`src/rtl/min_max_fifo_unit_macros.svh`:
```
// Assertion macros for the min/max FIFO RTL.
`ifndef MIN_MAX_FIFO_UNIT_MACROS_SVH
`define MIN_MAX_FIFO_UNIT_MACROS_SVH

// Same-cycle implication, checked on every rising clk edge outside reset.
`define MMF_ASSERT_NOW(lbl, ante, cons, msg) \
    lbl: assert property (@(posedge clk) disable iff (!rst_n) (ante) |-> (cons)) \
        else $error(msg);

// Next-cycle implication.
`define MMF_ASSERT_NEXT(lbl, ante, cons, msg) \
    lbl: assert property (@(posedge clk) disable iff (!rst_n) (ante) |=> (cons)) \
        else $error(msg);

`endif

```
`src/rtl/mmf_pkg.sv`:
```
// Package for the min/max FIFO: sizes, request and error codes, cell types.
package mmf_pkg;

    localparam int DEPTH      = 256;
    localparam int VALUE_BITS = 31;
    localparam int SLOT_BITS  = (DEPTH > 1) ? $clog2(DEPTH) : 1;
    localparam int COUNT_BITS = $clog2(DEPTH + 1);
    localparam int WIDE_BITS  = VALUE_BITS + 1;

    localparam logic [1:0] REQ_PUSH  = 2'd0;
    localparam logic [1:0] REQ_POP   = 2'd1;
    localparam logic [1:0] REQ_QUERY = 2'd2;

    localparam logic [1:0] ERR_OK    = 2'd0;
    localparam logic [1:0] ERR_FULL  = 2'd1;
    localparam logic [1:0] ERR_EMPTY = 2'd2;

    // One queue entry held by a FIFO cell.
    typedef struct packed {
        logic                  valid;
        logic [VALUE_BITS-1:0] value;
    } ent_t;

    // One min or max candidate: value plus the ring slot of its entry.
    typedef struct packed {
        logic                  valid;
        logic [VALUE_BITS-1:0] value;
        logic [SLOT_BITS-1:0]  slot;
    } cand_t;

    // Broadcast to every FIFO cell.
    typedef struct packed {
        logic                  push;
        logic                  shift;
        logic [VALUE_BITS-1:0] x;
    } fifo_ctl_t;

    // Broadcast to every candidate cell of one deque.
    typedef struct packed {
        logic                  push;
        logic                  shift;
        logic [VALUE_BITS-1:0] x;
        logic [SLOT_BITS-1:0]  slot;
    } cand_ctl_t;

endpackage

```
`src/rtl/mmf_fifo_cell.sv`:
```
// FIFO cell: one queue entry; fills at the first empty cell, shifts toward the head on pop.
module mmf_fifo_cell (
    input  logic               clk,
    input  logic               rst_n,
    input  mmf_pkg::fifo_ctl_t ctl,
    input  logic               prev_valid,
    input  mmf_pkg::ent_t      right,
    output mmf_pkg::ent_t      state_q,
    output mmf_pkg::ent_t      state_d
);

    logic                           valid_reg;
    logic                           valid_next;
    logic [mmf_pkg::VALUE_BITS-1:0] value_reg;
    logic [mmf_pkg::VALUE_BITS-1:0] value_next;

    always_comb
    begin
        valid_next = valid_reg;
        value_next = value_reg;
        if (ctl.shift)
        begin
            valid_next = right.valid;
            value_next = right.value;
        end
        else if (ctl.push)
        begin
            // first empty cell after a full one takes the new value
            valid_next = valid_reg | prev_valid;
            value_next = valid_reg ? value_reg : ctl.x;
        end
    end

    always_ff @(posedge clk or negedge rst_n)
    begin
        if (!rst_n)
            valid_reg <= 1'b0;
        else
            valid_reg <= valid_next;
    end

    always_ff @(posedge clk)
    begin
        value_reg <= value_next;
    end

    assign state_q = '{valid: valid_reg, value: value_reg};
    assign state_d = '{valid: valid_next, value: value_next};

endmodule

```
`config.mk`:
```
export PLATFORM = sky130hd
export DESIGN_NAME = mmf_fifo_cell
export DESIGN_NICKNAME = d
export VERILOG_FILES = /design/src/rtl/min_max_fifo_unit_macros.svh /design/src/rtl/mmf_pkg.sv /design/src/rtl/mmf_fifo_cell.sv
export SDC_FILE = /design/constraint.sdc
export NUM_CORES = 1
export LEC_CHECK = 0
export ABC_AREA = 0
export BUFFER_PORTS_ARGS = -buffer_cell sky130_fd_sc_hd__buf_2
export CORE_AREA = 2 2 57 80
export CTS_BUF_LIST = sky130_fd_sc_hd__clkbuf_16
export CTS_CLUSTER_DIAMETER = 150
export DETAILED_ROUTE_END_ITERATION = 10
export DIE_AREA = 0 0 59 82
export GPL_ROUTABILITY_DRIVEN = 0
export PLACE_DENSITY = 0.83
export SLEW_MARGIN = 20
export SYNTH_ARGS = -nofsm -noshare
export SYNTH_HDL_FRONTEND = slang
export SYNTH_SLANG_ARGS = --single-unit
```
`constraint.sdc`:
```
create_clock -name clk -period 2.6 [get_ports clk]
set_clock_uncertainty 0.2 [all_clocks]
set_input_delay 0.13 -clock clk [delete_from_list [all_inputs] [get_ports clk]]
set_output_delay 0.13 -clock clk [all_outputs]
set_load 0.05 [all_outputs]
```
==> results.py <==
metrics = {
    "synth": {
        "synth_top_flop_cell": "dfxtp_1",
        "synth.distinct_cells": 16,
        "synth_seq_area_share_pct": 37.8,
        "synth_top_area_share_pct": 36.3,
        "yosysMostFrequentCell": "nand2_1",
        "synthCells": 181,
        "synth.area.top_cells": "dfxtp_1, nand4bb_1, o311ai_1, nand2_1, inv_1",
        "synth_fp_nets": 249,
        "synthMuxAreaShare_pct": 0,
        "synth_xor_area_share_pct": 0,
        "synthAdderAreaFrac_pct": 0,
        "synth_area_leader_cell": "dfxtp_1",
        "synth-edff-count": 0,
        "async_flop_share_pct": 3.13,
        "yosys.area_share.simple_pct": 28.0,
        "synth_seq_cells": 32,
        "synth_top_family_by_area": "simple AND/OR/NAND/NOR gates",
        "synth_area_mm2": 0.00171,
        "avgSynthCellArea_um2": 9.44,
        "synth_commonest_cells": "nand2_1, dfxtp_1, inv_1, nand4bb_1, o311ai_1",
        "yosysWarnings": 0,
        "synth_compound_area_share_pct": 20.1,
    },
    "placement": {
        "numPortBuffers": 131,
        "dp_cells": 341,
        "placed_cell_area_mm2": 0.00235,
        "dp_hpwl_mm": 3.56,
        "dp_slack_ns": 0.758,
    },
    "routing": {
        "drc": 0,
        "drt-total-wl_mm": 6.21,
        "drt_iter0_drc": 89,
        "vias": 2152,
        "firstDrtPassIters": 4,
        "wl_per_cell_um": 15.1,
        "ant_nets": 0,
        "viasPerCell": 5.22,
    },
    "clocking": {
        "cts_setup_buffers": 0,
        "clockRootBuffer": "clkbuf_16",
        "cts_buffer_depth": 2,
        "numCtsBuffers": 5,
        "path_clk_slew_ns": 0.05,
        "cts_num_sinks": 32,
        "cts_tree": "done",
        "htreeDepth": 2,
        "clk_latency_ns": 0.27,
        "holdBufCountCts": 63,
        "cts.repair.resized": 0,
    },
    "sta": {
        "rsz0062_at_grt": "false",
        "worst_pin_slew_ns": 0.390,
        "period_needed_ns": 2.13,
        "fin_crit_sh_pct": 82.0,
        "whs_ns": 0.00191,
        "final-setup-viol-count": 0,
        "setup-tns-final_ns": 0,
        "hold_viol": 0,
        "slew_viol_final": 0,
        "clock.fmax_mhz": 469,
        "max_slew_margin_pct": 73.6,
        "setup_slack_ns": 0.467,
    },
    "power_and_ir_drop": {
        "p_int_mw": 1.18,
        "powerDensity_mw_per_mm2": 643,
        "p_sw_mw": 0.822,
        "vdd_drop_max_mv": 0.462,
        "p_leak_nw": 1.54,
        "swShare_pct": 41.1,
        "seqPwrFrac_pct": 28.9,
        "combPwrFrac_pct": 43.9,
        "p_clk_share_pct": 27.2,
    },
    "global_routing": {
        "antenna_found_initial": 0,
        "grt_max_degree": 96,
        "overflow": 0,
        "grt_pass1_wl_mm": 9.39,
        "grt_use_total_pct": 25.4,
        "grt_pass1_vias": 2101,
    },
    "setup_path": {
        "start_kind": "register",
        "cp_max_fo": 31,
        "crit_chain": "nor2b_2 > buf_4 > o311ai_1 > buf_2",
        "cp_slowest_cell": "dfrtp_1",
        "reg2reg_slack_ns": 0.53,
        "crit_required_ns": 2.27,
        "cp.arrival_ns": 1.80,
        "path_class": "reg2out",
        "slowest_delay_ns": 0.46,
        "crit_family": "buffers and inverters",
        "cp_num_buf_inv": 2,
        "endpoint_kind": "primary output",
    },
    "run": {
        "max-cap-violations": 0,
    },
    "die": {
        "initial_core_util_pct": 41.3,
        "ios": 132,
        "die_area_mm2": 0.00484,
        "num_rows": 28,
        "dieHeight_um": 82,
        "coreArea_mm2": 0.00413,
        "fp.dieW_um": 59,
    },
    "final_layout": {
        "stdcell_count": 412,
        "diodes": 0,
        "largest_register_ffs": 31,
        "layout.nets": 434,
        "drive_gt1_share_pct": 40.6,
        "area_growth_pct": 82.1,
        "final_cell_area_mm2": 0.00311,
        "n_fill_cell": 297,
    },
    "run_status": {
        "status": "complete, no violations",
    },
    "worst_hold_path": {
        "hold_class": "in2reg",
    },
}
-- power groups by stage --
stage	logic [mW]	registers (mW)	clock network (mW)
after floorplan	0.380	0.783	0
after global placement	0.746	0.584	0
after detailed placement	0.753	0.587	0
after CTS	0.865	0.577	0.557
after global routing	0.919	0.585	0.578
final	0.878	0.577	0.545
-- worst reg2reg max path, delay by kind of cell (launching register included) --
family / cells / cell delay [ns]
and+or+nand+nor: 1 / 0.13
DFF: 1 / 0.45
AOI/OAI and AO/OA: 1 / 0.19
buffers and inverters: 2 / 0.98
-- path summary, 6_finish.rpt --
kind / start / end / cells past startpoint
worst max-delay path: valid_reg$_DFF_PN0_ / state_d[2] / 4
worst min-delay path: ctl[11] / value_reg[11]$_DFF_P_ / 3
worst max register to register: valid_reg$_DFF_PN0_ / value_reg[2]$_DFF_P_ / 4
worst min register to register: value_reg[11]$_DFF_P_ / value_reg[11]$_DFF_P_ / 2
max in group asynchronous: rst_n / valid_reg$_DFF_PN0_ / 3
min in group asynchronous: rst_n / valid_reg$_DFF_PN0_ / 3
-- cell type report --
| class | count | area (µm²) | share of cell area, % |
|---|---|---|---|
| clock inverters | 3 | 11.3 | 0.362 |
| well taps | 45 | 56.3 | 1.81 |
| repair buffers | 199 | 1340 | 42.9 |
| clock buffers | 5 | 125 | 4.02 |
| flip-flops and latches | 32 | 646 | 20.7 |
| multi-input cells | 97 | 822 | 26.4 |
| inverters | 31 | 116 | 3.74 |
-- metal layers --
metal	track usage, %	up-vias	wire (µm)
met5	0	-	0
met4	15.0	0	274
met3	4.72	26	340
met2	47.1	103	3350
met1	25.6	993	2240
li1	-	1030	-
-- logic make-up after synthesis --
family	count (synthesis)
simple gates	64
buf+inv	52
compound gates	33
flops	32
-- through the flow --
step	power (mW)	util (%)
after floorplan	1.16	-
after global placement	1.33	56.7
after detailed placement	1.34	56.7
after CTS	2.00	75.3
after global routing	2.08	75.3
final	2.00	75.3
-- cells in the final DEF, fill, tap and decap left out, types with 4 or more instances in the layout --
cell / n
buf_2: 131
inv_1: 33
dfxtp_1: 31
o311ai_2: 6
o311ai_1: 24
buf_4: 4
nand2_1: 32
clkbuf_16: 5
nand4bb_1: 31
dlygate4sd3_1: 63
No activity file was read; power rests on OpenSTA's default activity.
