$ cat src/rtl/min_max_fifo_unit_macros.svh
// Assertion macros for the min/max FIFO RTL.
`ifndef MIN_MAX_FIFO_UNIT_MACROS_SVH
`define MIN_MAX_FIFO_UNIT_MACROS_SVH

// Same-cycle implication, checked on every rising clk edge outside reset.
`define MMF_ASSERT_NOW(lbl, ante, cons, msg) \
    lbl: assert property (@(posedge clk) disable iff (!rst_n) (ante) |-> (cons)) \
        else $error(msg);

// Next-cycle implication.
`define MMF_ASSERT_NEXT(lbl, ante, cons, msg) \
    lbl: assert property (@(posedge clk) disable iff (!rst_n) (ante) |=> (cons)) \
        else $error(msg);

`endif

$ cat src/rtl/mmf_pkg.sv
// Package for the min/max FIFO: sizes, request and error codes, cell types.
package mmf_pkg;

    localparam int DEPTH      = 256;
    localparam int VALUE_BITS = 31;
    localparam int SLOT_BITS  = (DEPTH > 1) ? $clog2(DEPTH) : 1;
    localparam int COUNT_BITS = $clog2(DEPTH + 1);
    localparam int WIDE_BITS  = VALUE_BITS + 1;

    localparam logic [1:0] REQ_PUSH  = 2'd0;
    localparam logic [1:0] REQ_POP   = 2'd1;
    localparam logic [1:0] REQ_QUERY = 2'd2;

    localparam logic [1:0] ERR_OK    = 2'd0;
    localparam logic [1:0] ERR_FULL  = 2'd1;
    localparam logic [1:0] ERR_EMPTY = 2'd2;

    // One queue entry held by a FIFO cell.
    typedef struct packed {
        logic                  valid;
        logic [VALUE_BITS-1:0] value;
    } ent_t;

    // One min or max candidate: value plus the ring slot of its entry.
    typedef struct packed {
        logic                  valid;
        logic [VALUE_BITS-1:0] value;
        logic [SLOT_BITS-1:0]  slot;
    } cand_t;

    // Broadcast to every FIFO cell.
    typedef struct packed {
        logic                  push;
        logic                  shift;
        logic [VALUE_BITS-1:0] x;
    } fifo_ctl_t;

    // Broadcast to every candidate cell of one deque.
    typedef struct packed {
        logic                  push;
        logic                  shift;
        logic [VALUE_BITS-1:0] x;
        logic [SLOT_BITS-1:0]  slot;
    } cand_ctl_t;

endpackage

$ cat src/rtl/mmf_cand_cell.sv
// Candidate cell of a monotonic deque: drops itself when the new value beats it.
module mmf_cand_cell (
    input  logic               clk,
    input  logic               rst_n,
    input  mmf_pkg::cand_ctl_t ctl,
    input  logic               keep_low,
    input  logic               prev_keep,
    input  mmf_pkg::cand_t     right,
    output logic               keep,
    output mmf_pkg::cand_t     state_q,
    output mmf_pkg::cand_t     state_d
);

    logic                           valid_reg;
    logic                           valid_next;
    logic [mmf_pkg::VALUE_BITS-1:0] value_reg;
    logic [mmf_pkg::VALUE_BITS-1:0] value_next;
    logic [mmf_pkg::SLOT_BITS-1:0]  slot_reg;
    logic [mmf_pkg::SLOT_BITS-1:0]  slot_next;
    logic                           worse;

    // strictly worse only, so equal candidates stay in arrival order
    assign worse = keep_low ? (value_reg > ctl.x) : (value_reg < ctl.x);
    assign keep  = valid_reg && !worse;

    always_comb
    begin
        valid_next = valid_reg;
        value_next = value_reg;
        slot_next  = slot_reg;
        if (ctl.shift)
        begin
            valid_next = right.valid;
            value_next = right.value;
            slot_next  = right.slot;
        end
        else if (ctl.push)
        begin
            // deque is sorted, so kept cells form a prefix; the first
            // dropped or empty cell becomes the new tail
            valid_next = keep | prev_keep;
            value_next = keep ? value_reg : ctl.x;
            slot_next  = keep ? slot_reg : ctl.slot;
        end
    end

    always_ff @(posedge clk or negedge rst_n)
    begin
        if (!rst_n)
            valid_reg <= 1'b0;
        else
            valid_reg <= valid_next;
    end

    always_ff @(posedge clk)
    begin
        value_reg <= value_next;
        slot_reg  <= slot_next;
    end

    assign state_q = '{valid: valid_reg, value: value_reg, slot: slot_reg};
    assign state_d = '{valid: valid_next, value: value_next, slot: slot_next};

endmodule

$ cat config.mk
export PLATFORM = sky130hd
export DESIGN_NAME = mmf_cand_cell
export DESIGN_NICKNAME = d
export VERILOG_FILES = /design/src/rtl/min_max_fifo_unit_macros.svh /design/src/rtl/mmf_pkg.sv /design/src/rtl/mmf_cand_cell.sv
export SDC_FILE = /design/constraint.sdc
export NUM_CORES = 1
export LEC_CHECK = 0
export ABC_CLOCK_PERIOD_IN_PS = 5680
export BUFFER_PORTS_ARGS = -buffer_cell sky130_fd_sc_hd__buf_4
export CELL_PAD_IN_SITES_DETAIL_PLACEMENT = 0
export CELL_PAD_IN_SITES_GLOBAL_PLACEMENT = 1
export CORE_ASPECT_RATIO = 1.75
export CORE_UTILIZATION = 33
export DETAILED_ROUTE_END_ITERATION = 10
export HOLD_SLACK_MARGIN = 0.03
export PLACE_DENSITY_LB_ADDON = 0.1
export RECOVER_POWER = 25
export SYNTH_ARGS = -nofsm -noshare
export SYNTH_HDL_FRONTEND = slang
export SYNTH_SLANG_ARGS = --single-unit
export TNS_END_PERCENT = 10
$ cat constraint.sdc
create_clock -name clk -period 5.68 [get_ports clk]
set_clock_uncertainty 0.2 [all_clocks]
set_input_delay 0.852 -clock clk [delete_from_list [all_inputs] [get_ports clk]]
set_output_delay 0.852 -clock clk [all_outputs]
set_load 0.005 [all_outputs]
==> results.sh, run 1 <==
export IMPL_drtIter0Drc=115
export IMPL_viasPerCell=5.23
export IMPL_avgRoutedWirePerCell_um=15.8
export IMPL_fp_dieH_um=124
export IMPL_synth_nets=469
export IMPL_switching_share_pct=32.7
export IMPL_port_buffers=165
export IMPL_grt_pass1_vias=3136
export IMPL_hold_path_class="primary input to async pin"
export IMPL_cp_arrival_ns=3.68
export IMPL_dr_total_vias=3213
export IMPL_leakage_uw=0.00201
export IMPL_hold_viol_final=0
export IMPL_syn2layout_area_growth_pct=50.4
export IMPL_dr_wl_met3_um=426
export IMPL_largest_reg_flops=31
export IMPL_syn_avg_cell_area_um2=8.00
export IMPL_syn_instance_count=353
export IMPL_start_util_pct=34.0
export IMPL_dr_pass1_iters=4
export IMPL_seq_power_share_pct=32.3
export IMPL_setup_viol=0
export IMPL_num_io_pins=166
export IMPL_critical_path_required_ns=4.63
export IMPL_vdd_drop_max_mv=0.132
export IMPL_overflow=0
export IMPL_grt_pass1_wl_um=15500
export IMPL_grt_max_degree=54
export IMPL_relSlewSlack_pct=34.6
export IMPL_fmax_ghz=0.211
export IMPL_post_cts_setup_buffers=0
export IMPL_rrSetupSlack_ns=2.48
export IMPL_die_area_um2=8950
export IMPL_synth_area_um2=2820
export IMPL_cp_start_kind="primary input"
export IMPL_ctsHoldBuffers=0
export IMPL_drive_above_1_share_pct=39.1
export IMPL_clk_pin_slew_ns=0.06
export IMPL_yosysSeqAreaShare_pct=28.5
export IMPL_highest_layer="met4"
export IMPL_p_int_uw=732
export IMPL_cts_root_buffer="clkbuf_16"
export IMPL_cts_resized=0
export IMPL_path_class="primary input to output pin"
export IMPL_stdcell_count=614
export IMPL_grt_antenna_before_repair=0
export IMPL_clockPowerShare_pct=30.3
export IMPL_worstSetupEndpointType="output pin"
export IMPL_yosysWarnings=0
export IMPL_slew_viol_final=0
export IMPL_place_congestion=0.745
export IMPL_synth_seq_cells=40
export IMPL_drc=0
export IMPL_cts_max_path_buffers=2
export IMPL_cts_made_buffers=5
export IMPL_post_route_period_util_pct=83.4
export IMPL_rsz0062_at_grt="false"
export IMPL_fp_dieW_um=71.9
export IMPL_p_comb_share_pct=37.4
export IMPL_wl_met2_um=5260
export IMPL_dpl_hpwl_um=7030
export IMPL_status="completed"
export IMPL_final_min_clock_period_ns=4.73
export IMPL_grtUsageTotal_pct=21.8
export IMPL_cts_num_sinks=40
export IMPL_wl_um=9680
export IMPL_n_antenna_cell=0
export IMPL_clk_latency_ns=0.29
export IMPL_fill_cells=866
export IMPL_critPathMaxFanout=39
export IMPL_drv_cap=0
export IMPL_ant_nets=0
export IMPL_rows=44
export IMPL_p_sw_uw=355
export IMPL_yosysUniqueCellTypes=36
export IMPL_place_inst=606
export IMPL_htree_levels=2
export IMPL_power_density_nw_per_um2=256
export IMPL_met1Wirelength_um=3890
export IMPL_coreArea_um2=8310
export IMPL_tns_ns=0
export IMPL_final_nets=614
export IMPL_worst_pin_slew_ns=0.981
export IMPL_cts_tree="yes"
worst max-delay path: stages:
cell and delay (ns):
buf_4 0.08, inv_1 0.03, ha_1 0.32, nand4_1 0.13, nor3_1 0.36, o31ai_2 0.19, a21boi_2 0.25, o32a_2 0.85
nand3_1 0.15, a31oi_1 0.29, buf_4 0.16
cell usage after synthesis (all sizes together):
cell | number | area (um^2)
buf | 14 | 118
a211oi | 3 | 22.5
clkbuf | 17 | 63.8
dfrtp | 1 | 25.0
nand2 | 7 | 26.3
nor2 | 47 | 176
nor4 | 1 | 6.26
o32a | 1 | 11.3
o211ai | 40 | 300
nand3b | 1 | 7.51
or4 | 1 | 7.51
a21boi | 2 | 18.8
o21ai | 5 | 25.0
nand2b | 1 | 6.26
nand4 | 6 | 43.8
nor3 | 2 | 10.0
a31oi | 39 | 244
clkinv | 1 | 3.75
inv | 32 | 120
and4 | 1 | 8.76
nand3 | 43 | 265
ha | 31 | 388
o31ai | 2 | 25.0
a221oi | 1 | 15.0
a22o | 1 | 8.76
a21oi | 12 | 63.8
dfxtp | 39 | 781
o2111ai | 1 | 15.0
o211a | 1 | 17.5
layout by cell type, fill, tap and decap left out, types with 2 or more instances in the layout:
| cell | instances |
|---|---|
| a211oi_1 | 3 |
| a21oi_1 | 11 |
| a31oi_1 | 39 |
| buf_4 | 138 |
| clkbuf_1 | 2 |
| clkbuf_16 | 5 |
| clkbuf_4 | 29 |
| dfxtp_1 | 39 |
| ha_1 | 31 |
| inv_1 | 32 |
| nand2_1 | 7 |
| nand3_1 | 33 |
| nand3_2 | 10 |
| nand4_1 | 5 |
| nor2_1 | 47 |
| nor3_1 | 2 |
| o211ai_1 | 40 |
| o21ai_0 | 4 |
final timing paths:
kind | from | end | cells after the start
max in group asynchronous | rst_n | valid_reg | 1
max | ctl[21] | state_d[26] | 11
min | rst_n | valid_reg | 1
min reg2reg | slot_reg[2] | slot_reg[2] | 2
min in group clk | slot_reg[2] | slot_reg[2] | 2
max reg2reg | value_reg[13] | value_reg[18] | 8
layout make-up:
cell class	instances	area [um^2]	share of cell area [%]
multi-input cells	249	1730	40.8
repair buffers	169	1280	30.1
flip-flops and latches	40	806	19.0
well taps	115	144	3.39
clock buffers	6	129	3.03
inverters	33	124	2.92
clock inverters	2	35.0	0.825
metrics by stage:
step / setup slack, ns / utilization (%) / area (um^2) / hold WS (ns) / power [uW]
6_report: 0.945 / 51.1 / 4250 / 0.146 / 1090
5_1_grt: 0.679 / 51.1 / 4250 / 0.137 / 1160
4_1_cts: 0.837 / 51.1 / 4250 / 0.118 / 1110
3_5_place_dp: 0.876 / 49.2 / 4090 / 0.300 / 772
3_3_place_gp: 0.870 / 49.2 / 4090 / 0.294 / 767
2_1_floorplan: 1.92 / - / 2820 / 0.315 / 564
logic make-up after synthesis:
logic type               after synthesis  synth area share, %
AO/OA/AOI/OAI                        108                 27.2
flip-flops                            40                 28.5
adder cells (fa/ha/maj)               31                 13.7
AND/OR/NAND/NOR                      110                 19.8
buffers and inverters                 64                 10.8
per-layer routing:
| layer | vias up | GRT usage, % |
|---|---|---|
| met5 | - | 0 |
| met4 | 0 | 6.23 |
| met3 | 7 | 2.91 |
| met2 | 112 | 41.1 |
| met1 | 1502 | 24.5 |
| li1 | 1592 | - |
power groups by stage:
stage / logic [uW] / registers [uW] / clock network, uW
6_report: 406 / 351 / 330
5_1_grt: 452 / 356 / 351
4_1_cts: 416 / 352 / 339
3_5_place_dp: 414 / 358 / 0
3_3_place_gp: 410 / 357 / 0
2_1_floorplan: 211 / 353 / 0
No activity file was read; power rests on OpenSTA's default activity.
==> run 2: changes to the inputs <==
--- a/config.mk
+++ b/config.mk
@@ -5,12 +5,12 @@
 export SDC_FILE = /design/constraint.sdc
 export NUM_CORES = 1
 export LEC_CHECK = 0
-export ABC_CLOCK_PERIOD_IN_PS = 5680
+export ABC_CLOCK_PERIOD_IN_PS = 4530
 export BUFFER_PORTS_ARGS = -buffer_cell sky130_fd_sc_hd__buf_4
 export CELL_PAD_IN_SITES_DETAIL_PLACEMENT = 0
 export CELL_PAD_IN_SITES_GLOBAL_PLACEMENT = 1
 export CORE_ASPECT_RATIO = 1.75
-export CORE_UTILIZATION = 33
+export CORE_UTILIZATION = 30
 export DETAILED_ROUTE_END_ITERATION = 10
 export HOLD_SLACK_MARGIN = 0.03
 export PLACE_DENSITY_LB_ADDON = 0.1
==> constraint.sdc (replaced) <==
create_clock -name clk -period 4.53 [get_ports clk]
set_clock_uncertainty 0.2 [all_clocks]
set_input_delay 0.6795 -clock clk [delete_from_list [all_inputs] [get_ports clk]]
set_output_delay 0.6795 -clock clk [all_outputs]
set_load 0.005 [all_outputs]
==> run 2 against run 1 <==
  * Core utilization shrank 3.3 points
  * Highest routed layer unchanged
  * Sequential share of layout area decreased by 0.44 points
  * Largest power group is now the clock network
  * Non-clock buffer count up 6
  * Wire length increased by 4.9%
  * Clock power up 61%
  * First-iteration DRC count decreased by 17%
  * Sequential cell count is the same
  * Sequential power increased by 25%
  * Combinational power is 28% higher
  * Critical path depth grew 1
==> results.sh, run 2 (synthesized netlist as in run 1, its figures left out) <==
export IMPL_r2r_end="value_reg[20]"
export IMPL_rsz0062_at_grt="false"
export IMPL_grt_max_degree=44
export IMPL_place_congestion=0.752
export IMPL_syn2layout_area_growth_pct=54.0
export IMPL_status="completed"
export IMPL_tns_ns=0
export IMPL_ff2ff_path_depth=9
export IMPL_relSlewSlack_pct=55.9
export IMPL_rrSetupSlack_ns=1.57
export IMPL_fp_dieW_um=75.3
export IMPL_dr_total_vias=3226
export IMPL_cts_max_path_buffers=2
export IMPL_rows=46
export IMPL_grt_antenna_before_repair=0
export IMPL_register_area_um2=806
export IMPL_wl_um=10200
export IMPL_drtIter0Drc=96
export IMPL_dr_pass1_iters=4
export IMPL_largest_reg_flops=31
export IMPL_clk_latency_ns=0.29
export IMPL_cts_root_buffer="clkbuf_16"
export IMPL_num_io_pins=166
export IMPL_hold_path_startpoint="slot_reg[1]"
export IMPL_final_nets=620
export IMPL_grt_pass1_wl_um=15400
export IMPL_htree_levels=2
export IMPL_clk_pin_slew_ns=0.07
export IMPL_dpl_hpwl_um=7560
export IMPL_start_util_pct=31.1
export IMPL_worst_pin_slew_ns=0.659
export IMPL_hold_path_class="flip-flop to flip-flop"
export IMPL_drive_above_1_share_pct=39.6
export IMPL_cp_start_kind="primary input"
export IMPL_grtUsageTotal_pct=20.8
export IMPL_path_class="primary input to output pin"
export IMPL_drc=0
export IMPL_port_buffers=165
export IMPL_cp_arrival_ns=3.28
export IMPL_fill_cells=960
export IMPL_worstSetupEndpointType="output pin"
export IMPL_n_antenna_cell=0
export IMPL_slew_viol_final=0
export IMPL_viasPerCell=5.16
export IMPL_overflow=0
export IMPL_grt_pass1_vias=3101
export IMPL_power_density_nw_per_um2=343
export IMPL_hold_viol_final=0
export IMPL_avgRoutedWirePerCell_um=16.3
export IMPL_die_area_um2=9820
export IMPL_critPathMaxFanout=22
export IMPL_critical_path_required_ns=3.65
export IMPL_fmax_ghz=0.240
export IMPL_placed_area_um2=4130
export IMPL_multi_input_area_um2=1730
export IMPL_coreArea_um2=9090
export IMPL_critPathLaunch="ctl[21]"
export IMPL_timing_rr_start="value_reg[13]"
export IMPL_cts_resized=0
export IMPL_min_path_cells=2
export IMPL_drv_cap=0
export IMPL_final_common_cell="buf_4"
export IMPL_ant_nets=0
export IMPL_cts_num_sinks=40
export IMPL_fp_dieH_um=130
export IMPL_cts_tree="yes"
export IMPL_post_route_period_util_pct=91.9
export IMPL_leakage_uw=0.00206
export IMPL_final_min_clock_period_ns=4.16
export IMPL_stdcell_area_um2=4350
export IMPL_final_cell_mix="buf_4, nor2_1, o211ai_1, a31oi_1, dfxtp_1"
export IMPL_vdd_drop_max_mv=0.170
export IMPL_hold_end="slot_reg[1]"
export IMPL_cts_made_buffers=5
export IMPL_setup_viol=0
-- run 2: cell types whose count changed in the layout (fill, tap and decap cells not counted) --
| cell | before | now |
|---|---|---|
| clkinv_2 | 1 | 0 |
| dlygate4sd3_1 | 0 | 1 |
| bufinv_16 | 1 | 3 |
| clkbuf_4 | 29 | 28 |
| buf_4 | 138 | 143 |
-- run 2: where the power goes --
part	leakage, uW	switching [uW]	internal (uW)
combinational	0.00161	255	265
sequential	0.000341	40.9	399
clock	0.000104	160	372
-- run 2: worst max-delay path by stage --
stage             endpoint
3_3_place_gp   state_d[28]
5_1_grt        state_d[28]
6_report       state_d[28]
4_1_cts        state_d[28]
3_5_place_dp   state_d[28]
2_1_floorplan   state_d[0]
-- run 2: metrics by stage --
step	cells	utilization, %	hold slack, ns	power [uW]	worst slack (ns)
after floorplan	353	-	0.184	707	1.11
after global routing	625	47.8	0.328	1590	0.0808
after detailed placement	616	45.4	0.256	978	0.309
after global placement	616	45.4	0.256	974	0.292
final	625	47.8	0.303	1490	0.367
after CTS	625	47.9	0.310	1510	0.286
-- run 2: layer usage --
metal  vias up  GRT usage, %  routed length (um)
met2       106          40.3                5690
met1      1507          21.8                3810
met3        11          3.17                 485
met5         -             0                   0
met4         0          6.64                 179
li1       1602             -                   -
-- run 2: cell type report --
class	instances	share of cell area [%]
timing repair buffer	175	30.4
tap	120	3.45
sequential	40	18.5
clock inverter	3	2.07
multi-input combinational	249	39.8
inverter	33	2.85
clock buffer	5	2.88
-- run 2: what timing repair did --
item / 4_1_cts / 5_1_grt
hold buffers: 1 / 0
endpoints found under the hold margin: 1 / 0
buffers inserted: 0 / 0
-- run 2: critical path, cell delays in order --
cell	delay, ns
buf_4	0.08
inv_1	0.03
ha_1	0.31
nand4_1	0.13
nor3_1	0.40
o31ai_2	0.20
a21boi_2	0.24
o32a_2	0.45
buf_12	0.22
nand3_1	0.10
a31oi_1	0.26
buf_4	0.16
==> run 3: changes to the inputs <==
--- a/config.mk
+++ b/config.mk
@@ -15,6 +15,7 @@
 export HOLD_SLACK_MARGIN = 0.03
 export PLACE_DENSITY_LB_ADDON = 0.1
 export RECOVER_POWER = 25
+export SETUP_SLACK_MARGIN = 0.4
 export SYNTH_ARGS = -nofsm -noshare
 export SYNTH_HDL_FRONTEND = slang
 export SYNTH_SLANG_ARGS = --single-unit
==> run 3 against run 2 <==
  * Sequential share of layout area decreased by 0.71 points
  * Maximum frequency rose by 4.6%
  * Core utilization grew 1.9 points
  * Power increased by 2.9%
  * Largest cell class unchanged
  * Highest routed layer unchanged
==> results.sh, run 3 (synthesized netlist as in run 1, its figures left out) <==
export IMPL_grt_max_degree=44
export IMPL_ant_nets=0
export IMPL_relSlewSlack_pct=65.3
export IMPL_cp_start_kind="primary input"
export IMPL_htree_levels=2
export IMPL_wl_um=10900
export IMPL_grt_pass1_wl_um=15400
export IMPL_cts_num_sinks=40
export IMPL_rows=46
export IMPL_setup_viol=0
export IMPL_cts_root_buffer="clkbuf_16"
export IMPL_hold_path_class="flip-flop to flip-flop"
export IMPL_p_int_uw=1060
export IMPL_grt_pass1_vias=3107
export IMPL_hold_viol_final=0
export IMPL_tns_ns=0
export IMPL_dpl_hpwl_um=7560
export IMPL_avgRoutedWirePerCell_um=17.1
export IMPL_worstSetupEndpointType="output pin"
export IMPL_viasPerCell=5.24
export IMPL_power_density_nw_per_um2=340
export IMPL_switching_share_pct=31.0
export IMPL_slew_viol_final=0
export IMPL_drive_above_1_share_pct=41.4
export IMPL_timing_rr_start="value_reg[29]"
export IMPL_cts_tree="yes"
export IMPL_port_buffers=165
export IMPL_num_io_pins=166
export IMPL_setup_ws_ns=0.551
export IMPL_coreArea_um2=9090
export IMPL_syn2layout_area_growth_pct=60.1
export IMPL_n_antenna_cell=0
export IMPL_post_route_period_util_pct=87.8
export IMPL_critPathLaunch="ctl[34]"
export IMPL_worst_pin_slew_ns=0.520
export IMPL_dr_total_vias=3337
export IMPL_start_util_pct=31.1
export IMPL_fp_dieH_um=130
export IMPL_status="completed"
export IMPL_drv_cap=0
export IMPL_final_nets=632
export IMPL_critPathMaxFanout=10
export IMPL_critical_path_required_ns=3.65
export IMPL_place_congestion=0.752
export IMPL_final_cell_mix="buf_4, nor2_1, o211ai_1, a31oi_1, dfxtp_1"
export IMPL_final_common_cell="buf_4"
export IMPL_clk_latency_ns=0.29
export IMPL_hold_slack_ns=0.303
export IMPL_cts_made_buffers=5
export IMPL_p_comb_share_pct=36.6
export IMPL_final_min_clock_period_ns=3.98
export IMPL_dr_pass1_iters=4
export IMPL_largest_reg_flops=31
export IMPL_drtIter0Drc=121
export IMPL_overflow=0
export IMPL_fmax_ghz=0.251
export IMPL_clockPowerShare_pct=34.7
export IMPL_place_worst_setup_slack_ns=0.309
export IMPL_p_sw_uw=476
export IMPL_leakage_uw=0.00214
export IMPL_cp_arrival_ns=3.10
export IMPL_grt_antenna_before_repair=0
export IMPL_cts_max_path_buffers=2
export IMPL_die_area_um2=9820
export IMPL_rsz0062_at_grt="false"
export IMPL_hold_path_startpoint="slot_reg[1]"
export IMPL_grtUsageTotal_pct=20.7
export IMPL_drc=0
export IMPL_path_class="primary input to output pin"
export IMPL_clk_pin_slew_ns=0.07
export IMPL_fp_dieW_um=75.3
export IMPL_seq_power_share_pct=28.7
export IMPL_vdd_drop_max_mv=0.177
[run 3: changes by cell type in the layout (fill, tap and decap cells not counted), sizes merged]
cell | previous run | this run
buf | 144 | 153
o211a | 1 | 4
[run 3: worst max-delay path: stages]
cell and delay (ns):
buf_4 0.09, inv_1 0.03, ha_1 0.30, nand4_1 0.20, or4_1 0.60, a21oi_4 0.24, buf_4 0.16, o211a_4 0.28
o211ai_1 0.12, a31oi_1 0.25, buf_4 0.15
[run 3: power groups by stage]
stage / Clock (uW) / Combinational (uW) / Sequential, uW
floorplan: 0 / 264 / 443
global placement: 0 / 526 / 449
detailed placement: 0 / 530 / 449
CTS: 541 / 534 / 441
global route: 558 / 624 / 447
finish: 533 / 563 / 440
[run 3: path summary, 6_finish.rpt]
check                                 to  slack (ns)  depth (start not counted)
min in group asynchronous      valid_reg        0.50                          2
hold reg to reg              slot_reg[1]        0.30                          2
hold / removal               slot_reg[1]        0.30                          2
max in group asynchronous      valid_reg        3.54                          2
setup / recovery             state_d[16]        0.55                         11
setup reg to reg           value_reg[24]        1.73                          9
[run 3: metal layers]
metal | share of wire, % | track usage, %
met2 | 56 | 40.4
met5 | 0 | 0
met1 | 37 | 21.7
met4 | 1.5 | 6.64
met3 | 5.4 | 3.17
[run 3: layout make-up]
cell class,count,area [um^2]
well taps,120,150
inverters,33,124
flip-flops and latches,40,806
repair buffers,184,1400
clock buffers,5,125
fillers,943,4570
clock inverters,3,90.1
multi-input cells,252,1830
[run 3: timing repair]
action	4_1_cts	5_1_grt
endpoints found under the hold margin	1	0
hold buffers	1	0
pin swaps	0	5
gates resized for setup	1	10
buffers inserted	0	9
endpoints found under the setup margin	40	40
cloned	0	3
[run 3: through the flow]
step	util [%]	power (uW)	instance area (um^2)	cells
after global routing	49.7	1630	4520	637
after detailed placement	45.4	978	4130	616
after floorplan	-	707	2820	353
after CTS	48.0	1520	4370	625
final	49.7	1540	4520	637
after global placement	45.4	974	4130	616
